$ cat src/rtl/hrht_pkg.sv
`timescale 1ns / 1ps

package hrht_pkg;

   // Request transaction payload
   typedef struct packed {
      logic [7:0] byte_in;
      logic       last_byte;
   } req_payload_type;

   // Field tags
   typedef enum logic [3:0] {
      TAG_NONE       = 4'd0,
      TAG_METHOD     = 4'd1,
      TAG_URL        = 4'd2,
      TAG_VERSION    = 4'd3,
      TAG_CONNECTION = 4'd4,
      TAG_ACCEPT     = 4'd5,
      TAG_LENGTH     = 4'd6,
      TAG_TYPE       = 4'd7,
      TAG_ENCODING   = 4'd8
   } tag_type;

   // Status codes
   typedef enum logic [1:0] {
      ST_PARSING  = 2'd0,
      ST_COMPLETE = 2'd1,
      ST_ERROR    = 2'd2,
      ST_ENDED    = 2'd3
   } status_type;

   // Result transaction payload
   typedef struct packed {
      logic [7:0] byte_out;
      tag_type    field_tag;
      logic       line_end;
      status_type status;
   } rsp_payload_type;

   // Parser phases
   typedef enum logic [2:0] {
      PH_METHOD   = 3'd0,
      PH_URL      = 3'd1,
      PH_VERSION  = 3'd2,
      PH_HEADER   = 3'd3,
      PH_COMPLETE = 3'd4,
      PH_ERROR    = 3'd5,
      PH_ENDED    = 3'd6
   } phase_type;

   localparam int NUM_PREFIXES = 5;
   localparam int PREFIX_MAX   = 19;
   localparam logic [4:0] POS_MAX = 5'd31;
   localparam logic [4:0] FIRST_LINE_MIN = 5'd4;
   localparam logic [7:0] CHAR_CR    = 8'd13;
   localparam logic [7:0] CHAR_LF    = 8'd10;
   localparam logic [7:0] CHAR_SPACE = 8'd32;

   // Header prefixes, right-aligned with zero padding above; first character in the highest used byte
   localparam logic [PREFIX_MAX*8-1:0] PFX_CONN  = "Connection: ";
   localparam logic [PREFIX_MAX*8-1:0] PFX_ACC   = "Accept: ";
   localparam logic [PREFIX_MAX*8-1:0] PFX_CLEN  = "Content-Length: ";
   localparam logic [PREFIX_MAX*8-1:0] PFX_CTYPE = "Content-Type: ";
   localparam logic [PREFIX_MAX*8-1:0] PFX_ENC   = "Transfer-Encoding: ";

   function automatic logic [4:0] prefix_len(input logic [2:0] idx);
      logic [4:0] len;
      begin
         case (idx)
            3'd0:    len = 5'd12;
            3'd1:    len = 5'd8;
            3'd2:    len = 5'd16;
            3'd3:    len = 5'd14;
            default: len = 5'd19;
         endcase
         return len;
      end
   endfunction

   function automatic logic [PREFIX_MAX*8-1:0] prefix_text(input logic [2:0] idx);
      logic [PREFIX_MAX*8-1:0] txt;
      begin
         case (idx)
            3'd0:    txt = PFX_CONN;
            3'd1:    txt = PFX_ACC;
            3'd2:    txt = PFX_CLEN;
            3'd3:    txt = PFX_CTYPE;
            default: txt = PFX_ENC;
         endcase
         return txt;
      end
   endfunction

   // Character at line position pos of prefix idx; pos must be below its length
   function automatic logic [7:0] prefix_char(input logic [2:0] idx, input logic [4:0] pos);
      logic [PREFIX_MAX*8-1:0] txt;
      logic [7:0]              bit_index;
      begin
         txt       = prefix_text(idx);
         bit_index = {prefix_len(idx) - 5'd1 - pos, 3'b000};
         return txt[bit_index +: 8];
      end
   endfunction

   function automatic status_type status_of(input phase_type ph);
      status_type st;
      begin
         case (ph)
            PH_COMPLETE: st = ST_COMPLETE;
            PH_ERROR:    st = ST_ERROR;
            PH_ENDED:    st = ST_ENDED;
            default:     st = ST_PARSING;
         endcase
         return st;
      end
   endfunction

endpackage

$ cat src/rtl/http_request_head_tokenizer_unit.sv
`timescale 1ns / 1ps

// A request byte is held in the input register, and its result in the result register.
// Throughput: one byte per cycle while results are taken; while a result waits the input register takes one byte.
// The whole tokenizer step is one pass of compare logic between the two registers.
// Reset (synchronous, active high) empties both registers and returns the parser to the
// method phase at line position zero with all header prefixes as candidates.
module http_request_head_tokenizer_unit
   import hrht_pkg::*;
#(
   parameter int METHOD_LIMIT = 8
) (
   input  logic            clock,
   input  logic            reset,
   input  logic            req_valid,
   output logic            req_ready,
   input  req_payload_type req_payload,
   output logic            rsp_valid,
   input  logic            rsp_ready,
   output rsp_payload_type rsp_payload
);

   localparam logic [4:0] METHOD_MAX = 5'(METHOD_LIMIT);

   // Pipeline registers
   logic            in_valid_ff;
   req_payload_type in_data_ff;
   logic            out_valid_ff;
   rsp_payload_type out_data_ff;

   // Parser state
   phase_type   phase_ff,      phase_in;
   logic [4:0]  line_pos_ff,   line_pos_in;
   logic [NUM_PREFIXES-1:0] cand_ff, cand_in;
   tag_type     value_ff,      value_in;
   logic        cr_seen_ff,    cr_seen_in;
   logic [1:0]  spaces_ff,     spaces_in;

   logic            move;
   rsp_payload_type result;

   // Advance when the result register is free or being emptied
   assign move      = in_valid_ff && (!out_valid_ff || rsp_ready);
   assign req_ready = !in_valid_ff || move;
   assign rsp_valid   = out_valid_ff;
   assign rsp_payload = out_data_ff;

   // Tokenizer step for the byte in the input register
   always_comb begin
      logic [7:0] b;
      logic       is_cr;
      logic       is_lf;
      logic       ends;
      logic [4:0] pos_next;
      tag_type    tag;

      b        = in_data_ff.byte_in;
      is_cr    = (b == CHAR_CR);
      is_lf    = (b == CHAR_LF);
      ends     = is_lf && cr_seen_ff;
      pos_next = (line_pos_ff < POS_MAX) ? line_pos_ff + 5'd1 : line_pos_ff;
      tag      = TAG_NONE;

      phase_in    = phase_ff;
      line_pos_in = line_pos_ff;
      cand_in     = cand_ff;
      value_in    = value_ff;
      cr_seen_in  = cr_seen_ff;
      spaces_in   = spaces_ff;

      result.byte_out  = b;
      result.line_end  = 1'b0;

      if (phase_ff == PH_METHOD || phase_ff == PH_URL || phase_ff == PH_VERSION) begin
         result.line_end = ends;
         if (phase_ff == PH_METHOD && line_pos_ff >= METHOD_MAX) begin
            phase_in = PH_ERROR;
         end else if (ends) begin
            if (line_pos_ff <= FIRST_LINE_MIN || spaces_ff < 2'd2) begin
               phase_in = PH_ERROR;
            end else begin
               phase_in    = PH_HEADER;
               line_pos_in = '0;
               cand_in     = '1;
               value_in    = TAG_NONE;
            end
         end else begin
            if (b == CHAR_SPACE && spaces_ff < 2'd2) begin
               spaces_in = spaces_ff + 2'd1;
               phase_in  = (phase_ff == PH_METHOD) ? PH_URL : PH_VERSION;
            end else if (!is_cr && !is_lf) begin
               case (phase_ff)
                  PH_METHOD: tag = TAG_METHOD;
                  PH_URL:    tag = TAG_URL;
                  default:   tag = TAG_VERSION;
               endcase
            end
            line_pos_in = pos_next;
         end
         cr_seen_in = is_cr;
      end else if (phase_ff == PH_HEADER) begin
         result.line_end = ends;
         if (ends) begin
            if (line_pos_ff == 5'd1) begin
               phase_in = PH_COMPLETE;
            end
            line_pos_in = '0;
            cand_in     = '1;
            value_in    = TAG_NONE;
         end else begin
            if (value_ff != TAG_NONE) begin
               if (!is_cr && !is_lf) begin
                  tag = value_ff;
               end
            end else begin
               // Match the byte against each prefix still in play
               for (int i = 0; i < NUM_PREFIXES; i++) begin
                  if (cand_ff[i] && line_pos_ff < prefix_len(3'(i))) begin
                     if (b != prefix_char(3'(i), line_pos_ff)) begin
                        cand_in[i] = 1'b0;
                     end else if (line_pos_ff == prefix_len(3'(i)) - 5'd1) begin
                        value_in = tag_type'(4'(TAG_CONNECTION) + 4'(i));
                     end
                  end
               end
            end
            line_pos_in = pos_next;
         end
         cr_seen_in = is_cr;
      end

      // Close out a buffer that ends before the blank line
      if (phase_ff != PH_COMPLETE && phase_ff != PH_ERROR && phase_ff != PH_ENDED &&
          in_data_ff.last_byte &&
          phase_in != PH_COMPLETE && phase_in != PH_ERROR && phase_in != PH_ENDED) begin
         phase_in = (phase_in == PH_HEADER) ? PH_ENDED : PH_ERROR;
      end

      result.field_tag = tag;
      result.status    = status_of(phase_in);
   end

   // Control registers
   always_ff @(posedge clock) begin
      if (reset) begin
         in_valid_ff  <= 1'b0;
         out_valid_ff <= 1'b0;
         phase_ff     <= PH_METHOD;
         line_pos_ff  <= '0;
         cand_ff      <= '1;
         value_ff     <= TAG_NONE;
         cr_seen_ff   <= 1'b0;
         spaces_ff    <= '0;
      end else begin
         if (req_ready) begin
            in_valid_ff <= req_valid;
         end
         if (move) begin
            out_valid_ff <= 1'b1;
         end else if (rsp_ready) begin
            out_valid_ff <= 1'b0;
         end
         if (move) begin
            phase_ff    <= phase_in;
            line_pos_ff <= line_pos_in;
            cand_ff     <= cand_in;
            value_ff    <= value_in;
            cr_seen_ff  <= cr_seen_in;
            spaces_ff   <= spaces_in;
         end
      end
   end

   // Payload registers
   always_ff @(posedge clock) begin
      if (req_valid && req_ready) begin
         in_data_ff <= req_payload;
      end
      if (move) begin
         out_data_ff <= result;
      end
   end

endmodule
$ cat config.mk
export PLATFORM = sky130hd
export DESIGN_NAME = http_request_head_tokenizer_unit
export DESIGN_NICKNAME = d
export VERILOG_FILES = /design/src/rtl/hrht_pkg.sv /design/src/rtl/http_request_head_tokenizer_unit.sv
export SDC_FILE = /design/constraint.sdc
export NUM_CORES = 1
export LEC_CHECK = 0
export ABC_AREA = 1
export ABC_CLOCK_PERIOD_IN_PS = 5500
export BUFFER_PORTS_ARGS = -buffer_cell sky130_fd_sc_hd__buf_2
export CORE_MARGIN = 8
export CORE_UTILIZATION = 25
export DETAILED_ROUTE_END_ITERATION = 8
export GPL_ROUTABILITY_DRIVEN = 0
export PLACE_DENSITY = 0.48
export SYNTH_ARGS = -nofsm -noshare
export SYNTH_HDL_FRONTEND = slang
export SYNTH_SLANG_ARGS = --single-unit
$ cat constraint.sdc
create_clock -name clock -period 5.5 [get_ports clock]
set_clock_uncertainty 0.2 [all_clocks]
set_input_delay 0 -clock clock [delete_from_list [all_inputs] [get_ports clock]]
set_output_delay 0 -clock clock [all_outputs]
set_load 0.02 [all_outputs]
==> impl_metrics.toml, run 1 <==
[routing]
via_per_inst = 4.70
detailedRoute.firstIterationViolations = 305
final_antenna_net_count = 0
routed_wirelength_microns = 13400
detail_route.first_pass.iterations = 5
routed-via-count = 4134
drc_errors = 0
routed_wire_length_per_instance_microns = 15.3

[synth]
synth.yosys.warnings = 0
synthArstFlopShare_pct = 0
synth_edf_count = 24
synth.yosys.seq_area_share_pct = 27.2
synth_cell_type_count = 46
syn-cell-area_sq_um = 4260
yosys_register_bits = 46
postSynthCellCount = 626
synth.net_count = 667
synth_ff_type = "sky130_fd_sc_hd__edfxtp_1"
mean_post_synth_cell_area_sq_um = 6.81

[sta]
final-max-slew-violation-count = 0
max_slew_margin_pct = 44.8
rsz0062_at_grt = "no"
hold_viol = 0
worst-slew-pin-transition_ns = 0.827
timing.final.crit_period_ns = 3.48
final-setup-viol-count = 0
maxClockFrequency_mhz = 287
min_period_over_period_pct = 63.4
totalNegativeSetupSlack_ns = 0

[floorplan]
die_x_microns = 147
rows = 47
core_area_sq_um = 16600
fp.dieH_microns = 147
die-area_sq_um = 21500
initial_core_util_pct = 25.6
pin_count = 30

[clocking]
clkLatencyLatePin_ns = 0.29
cts-buffers-inserted = 5
root_buffer = "sky130_fd_sc_hd__clkbuf_16"
htreeDepth = 2
clock_sink_count = 46
cts_tree = "done"
total_of_cells_resized_after_clock_tree_synthesis = 0
postCtsHoldBufs = 14
cts_buffer_depth = 2
worst_setup_hold_path_clk_slew_ns = 0.06
post_cts_repair_timing_setup_buffer_count = 0

[cells_and_area]
mostFrequentLayoutCells = "sky130_fd_sc_hd__nand2_1 (179), sky130_fd_sc_hd__nand3_1 (84), sky130_fd_sc_hd__inv_1 (52)"
fillers = 1852
final_cells = 880
share_of_layout_cells_above_drive_strength_1_pct = 15.6
register_area_sq_um = 1160
diodes = 0
multi_input_comb_area_sq_um = 2670
flow.area_growth_from_synthesis_pct = 13.8
design.final.nets = 700
layout_commonest_cell = "sky130_fd_sc_hd__nand2_1"

[pwr]
fin_total_pwr_mw = 1.03
combinationalPowerShare_pct = 27.8
internal_power_mw = 0.691
seqPwrFrac_pct = 39.5
power.switching_mw = 0.336
worst_ir_drop_vdd_v = 0.0000958
clockPowerShare_pct = 32.7
p_leak_nw = 2.25
netSwitchingFraction_pct = 32.7
pwr_density_nw_per_um2 = 212

[global_routing]
grt_first_pass_wirelength_microns = 21700
number_of_antenna_violations_at_the_first_check_in_global_routing = 0
grt_pass1_vias = 4129
gr-usage-all-layers_pct = 12.5
grt_remaining_overflow = 0
grt_max_degree = 27

[setup_path]
critical_path_required_ns = 5.48
crit_path_max_incr_delay_ns = 0.70
setup.worst_path.class = "register to register"
crit_slowest_cell = "sky130_fd_sc_hd__dfxtp_1"
startpoint_type = "register"
crit_chain = "ha_1 > inv_2 > ha_1 > inv_1 > o21bai_1 > nand2_1 > nand3_1 > nand2_1 > nand2_1 > nand3_1 > nor2_1 > nand3_1 > nand2_1 > nand2_1 > nand2_2 > nor2_1"
endpoint_kind = "register"
timing.critical_path.arrival_ns = 3.47
cpMostUsedCell = "sky130_fd_sc_hd__nand2_1"
crit_path_max_fanout = 16

[worst_hold_path]
min_path_type = "input pin to register"

[flow_run]
drv.max_cap_violation_count = 0

[status]
run_status = "finished, final reports clean"

[placed_design]
placedCellCount = 858
dp_hpwl_microns = 10500
io_buffer_count = 29
-- worst paths after layout --
path	startpoint	end	slack (ns)	cells past startpoint
worst min-delay path	rsp_ready	phase_ff[0]	0.06	7
worst max register to register	line_pos_ff[0]	value_ff[1]	2.02	16
worst min register to register	cand_ff[4]	cand_ff[4]	0.26	2
worst max-delay path	line_pos_ff[0]	value_ff[1]	2.02	16
-- critical path, delay by kind of cell, from the launching register on --
| family | cells | cell delay [ns] |
|---|---|---|
| flip-flops | 1 | 0.70 |
| AO/OA/AOI/OAI | 1 | 0.19 |
| buffers and inverters | 2 | 0.26 |
| AND/OR/NAND/NOR | 11 | 1.08 |
| adder cells (fa/ha/maj) | 2 | 0.95 |
-- cells by family (layout without fill, tap and decap cells) --
family / after synthesis / in the layout / synth area share, %
xor gates and xnor gates: 10 / 10 / 2.23
DFF: 46 / 46 / 27.2
AOI/OAI and AO/OA: 72 / 72 / 10.4
adders and majority gates: 28 / 28 / 8.22
buffers and inverters: 90 / 124 / 10.2
and+or+nand+nor: 380 / 380 / 41.7
-- metrics by stage --
step	hold WS (ns)	instance area [sq um]	util, %	setup slack, ns
3_5_place_dp	-0.0213	4550	27.3	2.06
4_1_cts	0.0447	4850	29.1	2.07
6_report	0.0594	4850	29.1	2.02
5_1_grt	0.174	4850	29.1	1.63
2_1_floorplan	-0.131	4260	-	2.86
3_3_place_gp	-0.0220	4550	27.3	2.11
-- power by group through the flow --
stage	Clock (mW)	Sequential [mW]	Combinational, mW
2_1_floorplan	0	0.407	0.209
3_3_place_gp	0	0.413	0.280
3_5_place_dp	0	0.413	0.275
4_1_cts	0.350	0.405	0.284
5_1_grt	0.357	0.408	0.321
6_report	0.336	0.406	0.285
-- cell usage after synthesis (all sizes together) (3+ instances only) --
cell type  count  area share (%)
nor3           6            0.97
dfxtp         22              10
nand2        202              19
inv           68             6.1
xor2           9             1.8
a21oi         23             2.7
nand3         90              11
nor4           3            0.44
clkinv         4            0.73
ha            28             8.2
edfxtp        24              17
o21a           3            0.53
o21ai         31             3.9
nor2          57             5.7
nand4         16             2.3
o211ai         7             1.2
buf           16             3.1
-- metal layers --
| layer | GRT usage [%] | share of wire, % | up-vias |
|---|---|---|---|
| met5 | 0 | 0 | - |
| met4 | 5.98 | 4.0 | 0 |
| met3 | 1.27 | 4.0 | 31 |
| met2 | 20.0 | 44 | 117 |
| met1 | 16.6 | 48 | 1860 |
| li1 | - | - | 2126 |
-- sequential cells by signal, indices dropped and copies added (netlist names) --
register / cells
rsp_payload: 15
in_data_ff: 9
line_pos_ff: 5
cr_seen_ff: 1
cand_ff: 5
spaces_ff: 2
phase_ff: 3
value_ff: 4
in_valid_ff: 1
rsp_valid: 1
-- cell type report --
| type | count | area share [%] |
|---|---|---|
| multi-input combinational | 490 | 55.0 |
| clock inverter | 1 | 0.619 |
| clock buffer | 7 | 2.73 |
| timing repair buffer | 44 | 6.04 |
| inverter | 72 | 6.01 |
| tap | 220 | 5.68 |
| sequential | 46 | 23.9 |
Note: power is estimated with default switching activity, not from simulation.
==> run 2: changes to the inputs <==
Settings changed: ABC_CLOCK_PERIOD_IN_PS 5500 to 3040, PLACE_DENSITY 0.48 to 0.49.
Clock period 5.5 ns to 3.04 ns, I/O delays scaled along.
==> impl_metrics.toml, run 2 (synthesis gave the netlist of run 1 again) <==
[global_routing]
grt_remaining_overflow = 0
gr-usage-all-layers_pct = 13.1
number_of_antenna_violations_at_the_first_check_in_global_routing = 0
grt_pass1_vias = 4119
grt_max_degree = 25
grt_first_pass_wirelength_microns = 22600

[routing]
routed-via-count = 4253
dr_wl_met3_microns = 658
via_per_inst = 4.74
final_antenna_net_count = 0
routed_wire_length_per_instance_microns = 15.5
detailedRoute.firstIterationViolations = 437
route.met2.wl_microns = 6280
routed_wirelength_microns = 13900
drc_errors = 0
detail_route.first_pass.iterations = 5
wirelength_met1_microns = 6500
route.top_layer_used = "met4"

[sta]
final-setup-viol-count = 0
worst-slew-pin-transition_ns = 0.548
rsz0062_at_grt = "no"
min_period_over_period_pct = 91.5
hold_viol = 0
timing.final.crit_period_ns = 2.78
maxClockFrequency_mhz = 359
worst_slack_ns = 0.258
worst_hold_slack_ns = 0.207
max_slew_margin_pct = 63.4
totalNegativeSetupSlack_ns = 0
final-max-slew-violation-count = 0

[floorplan]
rows = 47
die-area_sq_um = 21500
pin_count = 30
fp.dieH_microns = 147
core_area_sq_um = 16600
initial_core_util_pct = 25.6
die_x_microns = 147

[setup_path]
crit_path_max_fanout = 8
ff2ff_setup_slack_ns = 0.26
reg_to_reg_critical_path_startpoint = "line_pos_ff[1]"
critical_path_buf_inv_count = 3
r2r.worst_path.cells = 18
timing.critical_path.arrival_ns = 2.82
cpMostUsedCell = "sky130_fd_sc_hd__nand2_1"
crit_path_end = "value_ff[2]"
crit_chain = "buf_4 > ha_1 > inv_1 > ha_4 > inv_2 > nand3_1 > nand2_1 > a21oi_1 > nand2_1 > nand2_1 > nand3_1 > nor2_2 > nand3_2 > nand2_2 > nand2_2 > nand2_1 > nor2_1 > nor2_2"
endpoint_kind = "register"
path_depth = 18
crit_path_max_incr_delay_ns = 0.39
worst_r2r_endpoint = "value_ff[2]"
critical_path_required_ns = 3.08
cpLargestDelayFamily = "simple AND/OR/NAND/NOR gates"
crit_slowest_cell = "sky130_fd_sc_hd__dfxtp_1"
setup.worst_path.class = "register to register"
crit_path_start = "line_pos_ff[1]"
startpoint_type = "register"

[cells_and_area]
final_cells = 897
flow.area_growth_from_synthesis_pct = 17.4
layout_commonest_cell = "sky130_fd_sc_hd__nand2_1"
mostFrequentLayoutCells = "sky130_fd_sc_hd__nand2_1 (179), sky130_fd_sc_hd__nand3_1 (84), sky130_fd_sc_hd__inv_1 (52)"
diodes = 0
fillers = 1830
design.final.nets = 717
largest_register_ffs = 15
share_of_layout_cells_above_drive_strength_1_pct = 18.3

[pwr]
p_leak_nw = 2.34
pwr_density_nw_per_um2 = 382
worst_ir_drop_vdd_v = 0.000254

[placed_design]
placedCellCount = 875
placement.setup.worst_slack_ns = 0.196
dp_hpwl_microns = 10800
io_buffer_count = 29

[flow_run]
drv.max_cap_violation_count = 0

[clocking]
root_buffer = "sky130_fd_sc_hd__clkbuf_16"
clock_sink_count = 46
post_cts_repair_timing_setup_buffer_count = 0
cts_tree = "done"
worst_setup_hold_path_clk_slew_ns = 0.07
htreeDepth = 2
clkLatencyLatePin_ns = 0.30
cts-buffers-inserted = 5
cts_buffer_depth = 2

[worst_hold_path]
min_path_type = "input pin to register"

[status]
run_status = "finished, final reports clean"
run 2: changes by cell type in the layout (fill, tap and decap cells not counted):
cell                         change
sky130_fd_sc_hd__buf_4          +17
sky130_fd_sc_hd__clkbuf_1        -1
sky130_fd_sc_hd__clkinvlp_4      +1
sky130_fd_sc_hd__ha_1            -1
sky130_fd_sc_hd__ha_4            +1
sky130_fd_sc_hd__o21ai_0         -1
sky130_fd_sc_hd__o21ai_1         +1
sky130_fd_sc_hd__o22ai_1         -2
sky130_fd_sc_hd__o22ai_2         +2
run 2: what timing repair did:
item	in CTS	in global routing
gates resized for setup	0	5
setup endpoints to repair	0	3
hold buffers	14	0
endpoints found under the hold margin	14	0
run 2: per-stage QoR:
step           total power [mW]  util (%)  instance area [sq um]
3_5_place_dp               1.26      28.1                   4670
4_1_cts                    1.91      29.9                   4980
3_3_place_gp               1.27      28.1                   4670
5_1_grt                    2.02      30.1                   5010
6_report                   1.91      30.1                   5010
2_1_floorplan              1.11         -                   4260
run 2: layout make-up:
cell class,count,area (sq um),share of cell area [%]
multi-input cells,490,2690,53.8
clock buffers,6,129,2.57
clock inverters,2,37.5,0.750
well taps,220,275,5.50
flip-flops and latches,46,1160,23.2
inverters,72,292,5.82
repair buffers,61,420,8.40
run 2: how the worst min path moves through the flow:
stage	from	depth (start not counted)	slack (ns)	endpoint
after CTS	req_payload[4]	2	0.21	in_data_ff[4]
final	req_payload[5]	2	0.21	in_data_ff[5]
after global placement	req_payload[3]	1	-0.02	in_data_ff[3]
after detailed placement	req_payload[2]	1	-0.02	in_data_ff[2]
after floorplan	reset	1	-0.13	in_valid_ff
after global routing	req_payload[0]	2	0.22	in_data_ff[0]
run 2: layer usage:
layer  global-route usage (%)  vias to the layer above
li1                         -                     2160
met1                     17.2                     1931
met2                     20.3                      127
met3                     1.92                       35
met4                     6.54                        0
met5                        0                        -
run 2: report_power, final:
group | switching (mW) | total [mW] | leakage (nW) | internal, mW
registers | 0.0306 | 0.717 | 0.408 | 0.686
clock network | 0.249 | 0.638 | 0.0771 | 0.389
logic | 0.366 | 0.557 | 1.86 | 0.191
total | 0.645 | 1.91 | 2.34 | 1.27
